===== config.mk =====
export PLATFORM = sky130hd
export DESIGN_NAME = counting_semaphore_fifo_waiters_flat
export DESIGN_NICKNAME = d
export VERILOG_FILES = /design/src/rtl/sem_pkg.sv /design/src/rtl/sem_req_if.sv /design/src/rtl/sem_rsp_if.sv /design/src/rtl/sem_cell.sv /design/src/rtl/sem_queue.sv /design/src/rtl/counting_semaphore_fifo_waiters.sv /design/src/flat_wrapper.sv
export SDC_FILE = /design/constraint.sdc
export NUM_CORES = 1
export LEC_CHECK = 0
export BUFFER_PORTS_ARGS = -buffer_cell sky130_fd_sc_hd__buf_2
export CAP_MARGIN = 20
export CORE_MARGIN = 3
export CORE_UTILIZATION = 35
export CTS_CLUSTER_DIAMETER = 40
export DETAILED_ROUTE_END_ITERATION = 10
export GPL_ROUTABILITY_DRIVEN = 1
export PLACE_DENSITY = 0.56
export SKIP_CTS_REPAIR_TIMING = 1
export SLEW_MARGIN = 5
export SYNTH_ARGS = -nofsm -noshare
export SYNTH_HDL_FRONTEND = slang
export SYNTH_SLANG_ARGS = --single-unit

===== constraint.sdc =====
create_clock -name clock -period 3.7 [get_ports clock]
set_input_delay 0.185 -clock clock [delete_from_list [all_inputs] [get_ports clock]]
set_output_delay 0.185 -clock clock [all_outputs]
set_load 0.05 [all_outputs]

===== src/rtl/sem_pkg.sv =====
// ----------------------------------------------------------------------------
// Semaphore package
// Shared widths, default parameters, operation codes and control structs for
// the counting semaphore with its queue of blocked threads.
// ----------------------------------------------------------------------------
package sem_pkg;

   localparam int DEF_MAX_THREADS = 32;
   localparam int DEF_COUNT_MAX   = 65535;

   localparam int MODE_W = 2;
   localparam int TID_W  = 5;
   localparam int INIT_W = 16;

   typedef enum logic [MODE_W-1:0] {
      MODE_CREATE = 2'd0,
      MODE_WAIT   = 2'd1,
      MODE_POST   = 2'd2,
      MODE_FREE   = 2'd3
   } mode_type;

   typedef enum logic {
      ST_IDLE  = 1'b0,
      ST_DRAIN = 1'b1
   } state_type;

   // control broadcast to every queue cell
   typedef struct packed {
      logic             push;
      logic             pop;
      logic             clear;
      logic [TID_W-1:0] push_id;
   } queue_ctl_type;

   // status seen at the ends of the queue
   typedef struct packed {
      logic             head_valid;
      logic [TID_W-1:0] head_id;
      logic             second_valid;
      logic             full;
   } queue_stat_type;

   typedef struct packed {
      logic             status;
      logic             blocked;
      logic             resumed_valid;
      logic [TID_W-1:0] resumed_thread;
      logic             reschedule;
      logic             last;
   } rsp_type;

endpackage


===== src/rtl/sem_req_if.sv =====
// ----------------------------------------------------------------------------
// Semaphore request channel
// Valid/ready channel carrying one semaphore operation per request.
// ----------------------------------------------------------------------------
interface sem_req_if
   import sem_pkg::*;
();
   logic              valid;
   logic              ready;
   logic [MODE_W-1:0] mode;
   logic [TID_W-1:0]  thread_id;
   logic [INIT_W-1:0] init_count;

   modport source (output valid, output mode, output thread_id, output init_count,
                   input ready);
   modport sink   (input valid, input mode, input thread_id, input init_count,
                   output ready);
endinterface


===== src/rtl/sem_rsp_if.sv =====
// ----------------------------------------------------------------------------
// Semaphore result channel
// Valid/ready channel carrying one result per request (several for free).
// ----------------------------------------------------------------------------
interface sem_rsp_if
   import sem_pkg::*;
();
   logic             valid;
   logic             ready;
   logic             status;
   logic             blocked;
   logic             resumed_valid;
   logic [TID_W-1:0] resumed_thread;
   logic             reschedule;
   logic             last;

   modport source (output valid, output status, output blocked, output resumed_valid,
                   output resumed_thread, output reschedule, output last,
                   input ready);
   modport sink   (input valid, input status, input blocked, input resumed_valid,
                   input resumed_thread, input reschedule, input last,
                   output ready);
endinterface


===== src/rtl/sem_cell.sv =====
// ----------------------------------------------------------------------------
// Semaphore queue cell
// One slot of the waiter queue. Pop shifts the neighbor toward the head;
// push fills the first empty slot behind an occupied one.
// ----------------------------------------------------------------------------
module sem_cell
   import sem_pkg::*;
(
   input  logic             clock,
   input  logic             reset,
   input  queue_ctl_type    ctl,
   input  logic             prev_valid,
   input  logic             next_valid,
   input  logic [TID_W-1:0] next_id,
   output logic             valid_out,
   output logic [TID_W-1:0] id_out
);

   logic             valid_ff, valid_in;
   logic [TID_W-1:0] id_ff, id_in;

   always_comb begin
      valid_in = valid_ff;
      id_in    = id_ff;
      if (ctl.clear) begin
         valid_in = 1'b0;
      end else if (ctl.pop) begin
         valid_in = next_valid;
         id_in    = next_id;
      end else if (ctl.push && !valid_ff && prev_valid) begin
         valid_in = 1'b1;
         id_in    = ctl.push_id;
      end
   end

   always_ff @(posedge clock) begin
      if (reset) begin
         valid_ff <= 1'b0;
      end else begin
         valid_ff <= valid_in;
      end
      id_ff <= id_in;
   end

   assign valid_out = valid_ff;
   assign id_out    = id_ff;

endmodule


===== src/rtl/sem_queue.sv =====
// ----------------------------------------------------------------------------
// Semaphore waiter queue
// Row of cells holding blocked thread ids, oldest at cell zero.
// ----------------------------------------------------------------------------
module sem_queue
   import sem_pkg::*;
#(
   parameter int MAX_THREADS = DEF_MAX_THREADS
) (
   input  logic           clock,
   input  logic           reset,
   input  queue_ctl_type  ctl,
   output queue_stat_type stat
);

   logic             vld [MAX_THREADS];
   logic [TID_W-1:0] ids [MAX_THREADS];

   for (genvar i = 0; i < MAX_THREADS; i++) begin : g_cell
      logic             prev_v;
      logic             next_v;
      logic [TID_W-1:0] next_i;

      if (i == 0) begin : g_first
         assign prev_v = 1'b1;
      end else begin : g_prev
         assign prev_v = vld[i-1];
      end

      if (i == MAX_THREADS - 1) begin : g_tail
         assign next_v = 1'b0;
         assign next_i = '0;
      end else begin : g_next
         assign next_v = vld[i+1];
         assign next_i = ids[i+1];
      end

      sem_cell u_cell (
         .clock      (clock),
         .reset      (reset),
         .ctl        (ctl),
         .prev_valid (prev_v),
         .next_valid (next_v),
         .next_id    (next_i),
         .valid_out  (vld[i]),
         .id_out     (ids[i])
      );
   end

   assign stat.head_valid   = vld[0];
   assign stat.head_id      = ids[0];
   assign stat.second_valid = vld[1];
   assign stat.full         = vld[MAX_THREADS-1];

endmodule


===== src/rtl/counting_semaphore_fifo_waiters.sv =====
// ----------------------------------------------------------------------------
// Counting semaphore with FIFO wait queue
// Create, wait, post and free on one semaphore; blocked threads are held in
// a shifting row of cells and released oldest first.
// ----------------------------------------------------------------------------
// Each result is registered in the cycle after its request is accepted; a free
// with waiters instead enters the drain state, which registers its results.
// Throughput: one request per cycle for create, wait and post unless output
// stalls. Free with N waiters emits N results as the cell row shifts, one per
// unstalled cycle; it takes no request until its last result is registered.
// Reset (synchronous): semaphore unused, count zero, queue empty.
module counting_semaphore_fifo_waiters
   import sem_pkg::*;
#(
   parameter int MAX_THREADS = DEF_MAX_THREADS,
   parameter int COUNT_MAX   = DEF_COUNT_MAX
) (
   input  logic     clock,
   input  logic     reset,
   sem_req_if.sink  req_ch,
   sem_rsp_if.source rsp_ch
);

   localparam int CM_W  = $clog2(COUNT_MAX + 1);
   localparam int MT_W  = $clog2(MAX_THREADS + 1);
   localparam int MAG_W = (CM_W > MT_W) ? ((CM_W > INIT_W) ? CM_W : INIT_W)
                                        : ((MT_W > INIT_W) ? MT_W : INIT_W);
   localparam int CNT_W = MAG_W + 1;

   localparam logic signed [CNT_W-1:0] CNT_MAX = CNT_W'(COUNT_MAX);
   localparam logic signed [CNT_W-1:0] CNT_ONE = CNT_W'(1);

   state_type                 state_ff, state_in;
   logic                      in_use_ff, in_use_in;
   logic signed [CNT_W-1:0]   count_ff, count_in;
   logic                      rsp_valid_ff, rsp_valid_in;
   rsp_type                   rsp_ff, rsp_in;

   queue_ctl_type             qctl;
   queue_stat_type            qstat;

   logic                      out_free;
   logic                      accept;
   logic signed [CNT_W-1:0]   init_ext;
   logic signed [CNT_W-1:0]   count_inc;

   sem_queue #(
      .MAX_THREADS (MAX_THREADS)
   ) u_queue (
      .clock (clock),
      .reset (reset),
      .ctl   (qctl),
      .stat  (qstat)
   );

   assign out_free     = !rsp_valid_ff || rsp_ch.ready;
   assign req_ch.ready = (state_ff == ST_IDLE) && out_free;
   assign accept       = req_ch.valid && req_ch.ready;

   assign init_ext  = signed'({{(CNT_W-INIT_W){1'b0}}, req_ch.init_count});
   assign count_inc = (count_ff < CNT_MAX) ? count_ff + CNT_ONE : count_ff;

   always_comb begin
      state_in     = state_ff;
      in_use_in    = in_use_ff;
      count_in     = count_ff;
      rsp_valid_in = rsp_valid_ff && !rsp_ch.ready;
      rsp_in       = rsp_ff;
      qctl         = '0;
      qctl.push_id = req_ch.thread_id;

      case (state_ff)
         ST_IDLE: begin
            if (accept) begin
               rsp_valid_in = 1'b1;
               rsp_in       = '0;
               rsp_in.last  = 1'b1;
               if (mode_type'(req_ch.mode) == MODE_CREATE) begin
                  in_use_in  = 1'b1;
                  count_in   = (init_ext > CNT_MAX) ? CNT_MAX : init_ext;
                  qctl.clear = 1'b1;
               end else if (!in_use_ff) begin
                  rsp_in.status = 1'b1;
               end else begin
                  case (mode_type'(req_ch.mode))
                     MODE_WAIT: begin
                        if (count_ff > 0) begin
                           count_in = count_ff - CNT_ONE;
                        end else if (!qstat.full) begin
                           count_in          = count_ff - CNT_ONE;
                           qctl.push         = 1'b1;
                           rsp_in.blocked    = 1'b1;
                           rsp_in.reschedule = 1'b1;
                        end
                     end
                     MODE_POST: begin
                        count_in = count_inc;
                        if (count_inc <= 0 && qstat.head_valid) begin
                           qctl.pop              = 1'b1;
                           rsp_in.resumed_valid  = 1'b1;
                           rsp_in.resumed_thread = qstat.head_id;
                        end
                     end
                     MODE_FREE: begin
                        if (qstat.head_valid) begin
                           // results come out of the drain state
                           rsp_valid_in = 1'b0;
                           state_in     = ST_DRAIN;
                        end else begin
                           rsp_in.reschedule = 1'b1;
                           in_use_in         = 1'b0;
                           count_in          = '0;
                           qctl.clear        = 1'b1;
                        end
                     end
                     default: begin
                     end
                  endcase
               end
            end
         end
         ST_DRAIN: begin
            if (out_free) begin
               qctl.pop              = 1'b1;
               rsp_valid_in          = 1'b1;
               rsp_in                = '0;
               rsp_in.resumed_valid  = 1'b1;
               rsp_in.resumed_thread = qstat.head_id;
               if (!qstat.second_valid) begin
                  rsp_in.reschedule = 1'b1;
                  rsp_in.last       = 1'b1;
                  in_use_in         = 1'b0;
                  count_in          = '0;
                  state_in          = ST_IDLE;
               end
            end
         end
         default: begin
            state_in = ST_IDLE;
         end
      endcase
   end

   always_ff @(posedge clock) begin
      if (reset) begin
         state_ff     <= ST_IDLE;
         in_use_ff    <= 1'b0;
         count_ff     <= '0;
         rsp_valid_ff <= 1'b0;
      end else begin
         state_ff     <= state_in;
         in_use_ff    <= in_use_in;
         count_ff     <= count_in;
         rsp_valid_ff <= rsp_valid_in;
      end
      rsp_ff <= rsp_in;
   end

   assign rsp_ch.valid          = rsp_valid_ff;
   assign rsp_ch.status         = rsp_ff.status;
   assign rsp_ch.blocked        = rsp_ff.blocked;
   assign rsp_ch.resumed_valid  = rsp_ff.resumed_valid;
   assign rsp_ch.resumed_thread = rsp_ff.resumed_thread;
   assign rsp_ch.reschedule     = rsp_ff.reschedule;
   assign rsp_ch.last           = rsp_ff.last;

   a_no_push_when_full: assert property (@(posedge clock) disable iff (reset)
      qctl.push |-> !qstat.full)
      else $error("push into a full waiter queue");

   a_no_pop_when_empty: assert property (@(posedge clock) disable iff (reset)
      qctl.pop |-> qstat.head_valid)
      else $error("pop from an empty waiter queue");

   a_drain_has_waiter: assert property (@(posedge clock) disable iff (reset)
      state_ff == ST_DRAIN |-> (qstat.head_valid && in_use_ff))
      else $error("drain with no waiter or unused semaphore");

   a_negative_count_has_waiter: assert property (@(posedge clock) disable iff (reset)
      count_ff < 0 |-> qstat.head_valid)
      else $error("negative count with empty waiter queue");

endmodule

===== src/flat_wrapper.sv =====
// flat-port wrapper written by rule: the top's interface ports become plain ports
module counting_semaphore_fifo_waiters_flat import sem_pkg::*;
#(
   parameter int MAX_THREADS = DEF_MAX_THREADS,
   parameter int COUNT_MAX   = DEF_COUNT_MAX
)
  (clock, reset, req_ch_valid, req_ch_mode, req_ch_thread_id, req_ch_init_count, req_ch_ready, rsp_ch_valid, rsp_ch_status, rsp_ch_blocked, rsp_ch_resumed_valid, rsp_ch_resumed_thread, rsp_ch_reschedule, rsp_ch_last, rsp_ch_ready);
  sem_req_if req_ch_i ();
  sem_rsp_if rsp_ch_i ();
  input  logic clock;
  input  logic reset;
  input wire logic [$bits(req_ch_i.valid)-1:0] req_ch_valid;
  input wire logic [$bits(req_ch_i.mode)-1:0] req_ch_mode;
  input wire logic [$bits(req_ch_i.thread_id)-1:0] req_ch_thread_id;
  input wire logic [$bits(req_ch_i.init_count)-1:0] req_ch_init_count;
  output wire logic [$bits(req_ch_i.ready)-1:0] req_ch_ready;
  output wire logic [$bits(rsp_ch_i.valid)-1:0] rsp_ch_valid;
  output wire logic [$bits(rsp_ch_i.status)-1:0] rsp_ch_status;
  output wire logic [$bits(rsp_ch_i.blocked)-1:0] rsp_ch_blocked;
  output wire logic [$bits(rsp_ch_i.resumed_valid)-1:0] rsp_ch_resumed_valid;
  output wire logic [$bits(rsp_ch_i.resumed_thread)-1:0] rsp_ch_resumed_thread;
  output wire logic [$bits(rsp_ch_i.reschedule)-1:0] rsp_ch_reschedule;
  output wire logic [$bits(rsp_ch_i.last)-1:0] rsp_ch_last;
  input wire logic [$bits(rsp_ch_i.ready)-1:0] rsp_ch_ready;
  assign req_ch_i.valid = req_ch_valid;
  assign req_ch_i.mode = req_ch_mode;
  assign req_ch_i.thread_id = req_ch_thread_id;
  assign req_ch_i.init_count = req_ch_init_count;
  assign req_ch_ready = req_ch_i.ready;
  assign rsp_ch_valid = rsp_ch_i.valid;
  assign rsp_ch_status = rsp_ch_i.status;
  assign rsp_ch_blocked = rsp_ch_i.blocked;
  assign rsp_ch_resumed_valid = rsp_ch_i.resumed_valid;
  assign rsp_ch_resumed_thread = rsp_ch_i.resumed_thread;
  assign rsp_ch_reschedule = rsp_ch_i.reschedule;
  assign rsp_ch_last = rsp_ch_i.last;
  assign rsp_ch_i.ready = rsp_ch_ready;
  counting_semaphore_fifo_waiters #(.MAX_THREADS(MAX_THREADS), .COUNT_MAX(COUNT_MAX)) u_core (.clock(clock), .reset(reset), .req_ch(req_ch_i), .rsp_ch(rsp_ch_i));
endmodule

# Yosys cells after proc, flatten, opt, wreduce, memory -nomap -nowiden
# Index checks and enable logic that the tools add are counted.
# totals
output_inout_bits,12
inputBits,27
ff_bits,222
# classes
magnitude_cmp,4
muxes,183
n_eq_ne,10
n_addsub,2
bitwise,2
n_reduce_logical,172
# op_table
operator,n
5-bit 2-to-1 mux,63
17-bit 2-to-1 mux,9
1-bit 2-to-1 mux,92
1-bit logical AND,67
2-bit AND reduction,33
2-bit nonzero test,32
17-bit case mux with 3 select lines,1
1-bit logical NOT,34
17-bit case mux with 2 select lines,1
10-bit 2-to-1 mux,2
10-bit case mux with 2 select lines,1
"17-bit by 2-bit adder with 17-bit output, second input constant",1
"17-bit by 1-bit > comparator with 1-bit output, second input constant",1
"17-bit by 1-bit <= comparator with 1-bit output, second input constant",1
"17-bit < comparator, second input constant",1
"17-bit by 2-bit subtractor with 17-bit output, second input constant",1
"16-bit > comparator, second input constant",1
16-bit 2-to-1 mux,1
6-bit 2-to-1 mux,2
"5-bit inequality test, second input constant",2
1-bit case mux with 2 select lines,5
9-bit 2-to-1 mux,1
8-bit 2-to-1 mux,1
7-bit AND reduction,1
14 further kinds,19

# Logic depth before layout (Yosys ltp)
# logic_depth
depth_word,14
ltp_mapped,13

# Hierarchy
# A second synthesis with hierarchy kept.
# hier_totals
cells_unflattened,929
area_unflattened_um2,11833.8
# modules_own_cells
mod,area_each_um2,instances,cells_per_inst,seq_area_each_um2
sem_cell,285.3,32,18,170.2
counting_semaphore_fifo_waiters,2675.1,1,348,700.7
sem_queue,30.0,1,5,0.0

# Worst setup path before layout
# OpenSTA, ideal clock, no wires.
# synth_path
path_kind,reg2reg
from,"reg u_core.rsp_valid_ff, in the netlist u_core.rsp_ch.valid"
to,"reg u_core.u_queue.g_cell[2].u_cell.id_ff[0], enable pin"
setup_time_ns,0.376
required_ns,3.324
path_slack_ns,0.598
stages_incl_launch_ff,8
t_arrival_ns,2.726
path_buffers,1
cell_sequence,dfxtp_1 > nand2b_1 > nor2b_1 > nand2_1 > nor2_1 > nand2_1 > clkbuf_1 > o31ai_1
# synth_between
elab_chain_cells,10
elab_cells_between_ends,14
# synth_rtl
item,line_no,text
start: declaration,counting_semaphore_fifo_waiters.sv:36,"logic rsp_valid_ff, rsp_valid_in;"
start signal: assignment,counting_semaphore_fifo_waiters.sv:154,rsp_valid_ff <= rsp_valid_in;
1-bit logical NOT *,counting_semaphore_fifo_waiters.sv:56,assign out_free = !rsp_valid_ff || rsp_ch.ready;
1-bit logical OR *,counting_semaphore_fifo_waiters.sv:56,
1-bit logical AND *,counting_semaphore_fifo_waiters.sv:57,assign req_ch.ready = (state_ff == ST_IDLE) && out_free;
via req_ch_ready,flat_wrapper.sv:16,output wire logic [$bits(req_ch_i.ready)-1:0] req_ch_ready;
1-bit logical AND *,counting_semaphore_fifo_waiters.sv:58,assign accept = req_ch.valid && req_ch.ready;
3-bit 2-to-1 mux *,counting_semaphore_fifo_waiters.sv:74,if (accept) begin
1-bit 2-to-1 mux,counting_semaphore_fifo_waiters.sv:72,case (state_ff)
1-bit logical AND (2 in series),sem_cell.sv:30,end else if (ctl.push && !valid_ff && prev_valid) begin
2-bit nonzero test (no source line),--,
2-bit AND reduction (no source line) *,--,
end signal: assignment,sem_cell.sv:42,id_ff <= id_in;
end: declaration,sem_cell.sv:20,"logic [TID_W-1:0] id_ff, id_in;"
# Mark *: on every way through the listed nets, which the timed path passes. The rest lies on a longest branch.
# A chain may end at the register's enable or synchronous reset.

# Worst setup path in the final report
# layout_path
from,reg u_core.count_ff[2]
to,reg u_core.u_queue.g_cell[15].u_cell.id_ff[2] (data pin)
# layout_between
elab_chain_cells,11
elab_cells_between_ends,12
# layout_rtl
item,line_no,text
start: declaration,counting_semaphore_fifo_waiters.sv:35,"logic signed [CNT_W-1:0] count_ff, count_in;"
start signal: assignment,counting_semaphore_fifo_waiters.sv:153,count_ff <= count_in;
17-bit by 2-bit adder with 17-bit output / 17-bit < comparator (equally long branches),counting_semaphore_fifo_waiters.sv:61,assign count_inc = (count_ff < CNT_MAX) ? count_ff + CNT_ONE : count_ff;
17-bit 2-to-1 mux *,counting_semaphore_fifo_waiters.sv:61,
17-bit by 1-bit <= comparator with 1-bit output *,counting_semaphore_fifo_waiters.sv:98,if (count_inc <= 0 && qstat.head_valid) begin
1-bit logical AND *,counting_semaphore_fifo_waiters.sv:98,
1-bit 2-to-1 mux *,counting_semaphore_fifo_waiters.sv:98,
1-bit 2-to-1 mux *,counting_semaphore_fifo_waiters.sv:85,case (mode_type'(req_ch.mode))
3-bit 2-to-1 mux *,counting_semaphore_fifo_waiters.sv:82,end else if (!in_use_ff) begin
2-bit 2-to-1 mux *,counting_semaphore_fifo_waiters.sv:78,if (mode_type'(req_ch.mode) == MODE_CREATE) begin
3-bit 2-to-1 mux *,counting_semaphore_fifo_waiters.sv:74,
1-bit case mux with 2 select lines *,counting_semaphore_fifo_waiters.sv:72,
5-bit 2-to-1 mux *,sem_cell.sv:27,end else if (ctl.pop) begin
end signal: assignment,sem_cell.sv:42,
end: declaration,sem_cell.sv:20,
# Mark *: on every way between the ends. The rest lies on a longest branch, timed or not.

==> results.md <==
* Status: completed
* Async SR Flop Fraction at 0
* Share of cells above drive strength 1 at 0.1815
* Startpoint types: register
* DIE WIDTH at 181.8 um
* Clk buf depth at 3
* CP arrival at 3820 ps
* Hold Path Stages at 5
* Setup slack, reg-to-reg at 250 ps
* P per Cell Area at 506.6 mW/mm^2
* Largest net degree at the start of global routing at 96
* Initial core utilization at 0.3601
* First-pass GRT wire length at 38.50 mm
* WHS at 37.51 ps
* Final GP Congestion at 0.9134
* DRT iter0 DRCs at 536
* DR WL/cell at 17.24 um
* Crit path capture type: register
* CP max FO at 95
* VDD IR max at 297.1 uV
* R2r worst-path depth at 9
* Post-synthesis register bit count at 222
* Clk slew on worst S/H paths at 60 ps
* Max cap viols at 0
* Yosys top cell by area: edfxtp_1
* Fin. max-slew vios at 0
* Fin util at 0.4149
* Top cell by count, worst path: buf_12
* Final worst clock skew at 24.88 ps
* Area grow syn2layout at 15.21%
* WHS Endpoint: u_core.count_ff[5]
* DRC errors left at 0
* Count of cell types in the netlist at 75
* TNS Setup at 0 ps
* Fillers at 2853
* RSZ-0062 raised after global routing: false
* Final worst-path cycle share at 0.9321
* Total wire length at 23.34 mm
* Slew margin rel. at 0.2813
* Worst r2r src: u_core.count_ff[2]
* Worst-Skew Late Latency at 500 ps
* Post-Synthesis Net Count at 959
* Cts bufs inserted at 34
* DP Area at 0.01135 sq mm
* PortBufs at 38
* Full die area at 0.03304 sq mm
* Via count at 7341
* Seq/Total Area, Yosys at 0.5683
* Die height at 181.8 um
* Setup WS post-layout at 251.4 ps
* Ys flop type: edfxtp_1
* R2R Path End: u_core.u_queue.g_cell[15].u_cell.id_out[2]
* Mapped cell area at 0.01081 sq mm
* Lkg Pwr at 4.694 nW
* Clock Sinks at 222
* Critical-path cell list: and4_4, nand3_1, a211o_1, a2111oi_0, and4b_1, buf_12, o21a_4, buf_12, a21o_1
* Core Area at 0.03003 sq mm
* Via-per-instance ratio at 5.422
* I/O Pins at 39
* Synth top area cells: edfxtp_1 (47%), a21o_1 (11%), dfxtp_1 (9.6%)
* Finish-stage setup viols at 0
* Total Nets Final at 973
* HP Start: req_ch_init_count[5]
* Most frequent cell after synthesis: edfxtp_1
* Finished Layout Cells at 1354
* Required @ worst endpoint at 4070 ps
* Setup Crit Path Kind: reg -> reg
* Initial antenna violation count at 0
* Max Clk Rate at 290.0 MHz
* Root Driver: clkbuf_16
* CP startpoint: u_core.count_ff[2]
* Post-DP HPWL at 14.86 mm
* Power, Total at 6.311 mW
* Mean post-synth cell area at 11.69 sq um
* Drt first pass iters at 5
* Ant. Diodes at 0
* Yosys top cell area share at 0.4721
* GRT Total Usage at 0.1395
* Final hold vios at 0
* H-tree depth at 2
* FP Rows at 63
* Worst path max stage delay at 640 ps
* Post-synth EDFFs at 170
* Vias in the first global route at 7222
* Fin crit period at 3449 ps
* Setup WS pre-CTS at 280.8 ps
* Commonest cells post-synth: edfxtp_1 (170), a21o_1 (157), nor2_1 (58)
* Total gr overflow at 0
* Hold Path Class: in -> reg
* CTS tree: done
* Post-route ant nets at 0
* Final instance area at 0.01246 sq mm
* Placed cell count at 1292
* Tightest Pin Transition at 1075 ps
* Yosys Warn Count at 0
* Crit-path slowest cell: dfxtp_1
* Syn Inst Count at 925
==> critical path: cells and delay by family (launching register included) <==
| family | cells | cell delay [ps] |
|---|---|---|
| AO/OA/AOI/OAI | 4 | 1060 |
| AND/OR/NAND/NOR | 3 | 1030 |
| flip-flops | 1 | 640 |
| buffers and inverters | 2 | 540 |
==> sequential cells by signal, indices dropped and copies added (netlist names) <==
signal                                  count
u_core.in_use_ff                            1
u_core.rsp_ch.reschedule                    1
u_core.rsp_ch.valid                         1
u_core.u_queue.g_cell.u_cell.id_out       160
u_core.rsp_ch.resumed_thread                5
u_core.rsp_ch.blocked                       1
u_core.u_queue.g_cell.u_cell.valid_out     32
u_core.rsp_ch.status                        1
u_core.count_ff                            17
u_core.rsp_ch.resumed_valid                 1
u_core.state_ff                             1
u_core.rsp_ch.last                          1
==> metal layers <==
metal  up-vias  wire length (um)  track usage
met5         -                 0            0
met4         0               388      0.03778
met3        30              1193      0.02764
met2       170             10490       0.2156
met1      3608             11270       0.2004
li1       3533                 -            -
==> logic make-up (layout without fill, tap and decap cells) <==
family                     count (synthesis)  after routing  share of synthesized area
AOI/OAI and AO/OA                        346            346                     0.2489
xor gates and xnor gates                  13             13                    0.01053
adders and majority gates                  7              7                   0.008099
buffers and inverters                    116            155                    0.05357
DFF                                      222            222                     0.5683
muxes                                      3              3                   0.003008
and+or+nand+nor                          218            218                     0.1076
==> layout by cell type (no fill, tap or decap), types with 6 or more instances in the layout <==
cell         n
xnor2_1      6
or4_1        8
a221oi_2    24
nand3_1     11
nor3_1       9
a22oi_1     11
nor2_1      57
and2_1       6
edfxtp_1   170
nand2_1     42
nor2b_1      8
inv_1       24
nand4_1      8
a21oi_1     55
o21ai_0     39
dfxtp_1     51
a21o_1     157
ha_1         7
buf_12       6
nand2b_1    30
buf_4       24
clkbuf_16   35
xor2_1       7
nor4_1       9
and3_1       6
a221oi_1    16
buf_2       38
==> where the power goes <==
group / leakage, nW / switching (mW) / internal, mW
logic: 2.23 / 0.297 / 0.224
registers: 1.94 / 0.0349 / 2.71
clock network: 0.524 / 1.18 / 1.86
total: 4.69 / 1.52 / 4.79
==> layout make-up <==
cell class	count	area, sq um	share of cell area
clock buffers	41	908.4	0.07291
well taps	390	488.0	0.03916
multi-input cells	587	4130	0.3315
clock inverters	20	191.4	0.01536
repair buffers	69	500.5	0.04017
flip-flops and latches	222	6147	0.4934
inverters	25	93.84	0.007532
==> worst max-delay path by stage <==
stage | end | slack [ps] | depth (start not counted)
global placement | u_core.u_queue.g_cell[4].u_cell.id_out[0] | 300 | 9
floorplan | u_core.u_queue.g_cell[2].u_cell.id_out[0] | 600 | 7
CTS | u_core.u_queue.g_cell[25].u_cell.id_out[4] | 270 | 9
detailed placement | u_core.u_queue.g_cell[25].u_cell.id_out[2] | 280 | 9
finish | u_core.u_queue.g_cell[15].u_cell.id_out[2] | 250 | 9
global route | u_core.u_queue.g_cell[4].u_cell.id_out[2] | 30 | 9
No activity file was read; power rests on OpenSTA's default activity.
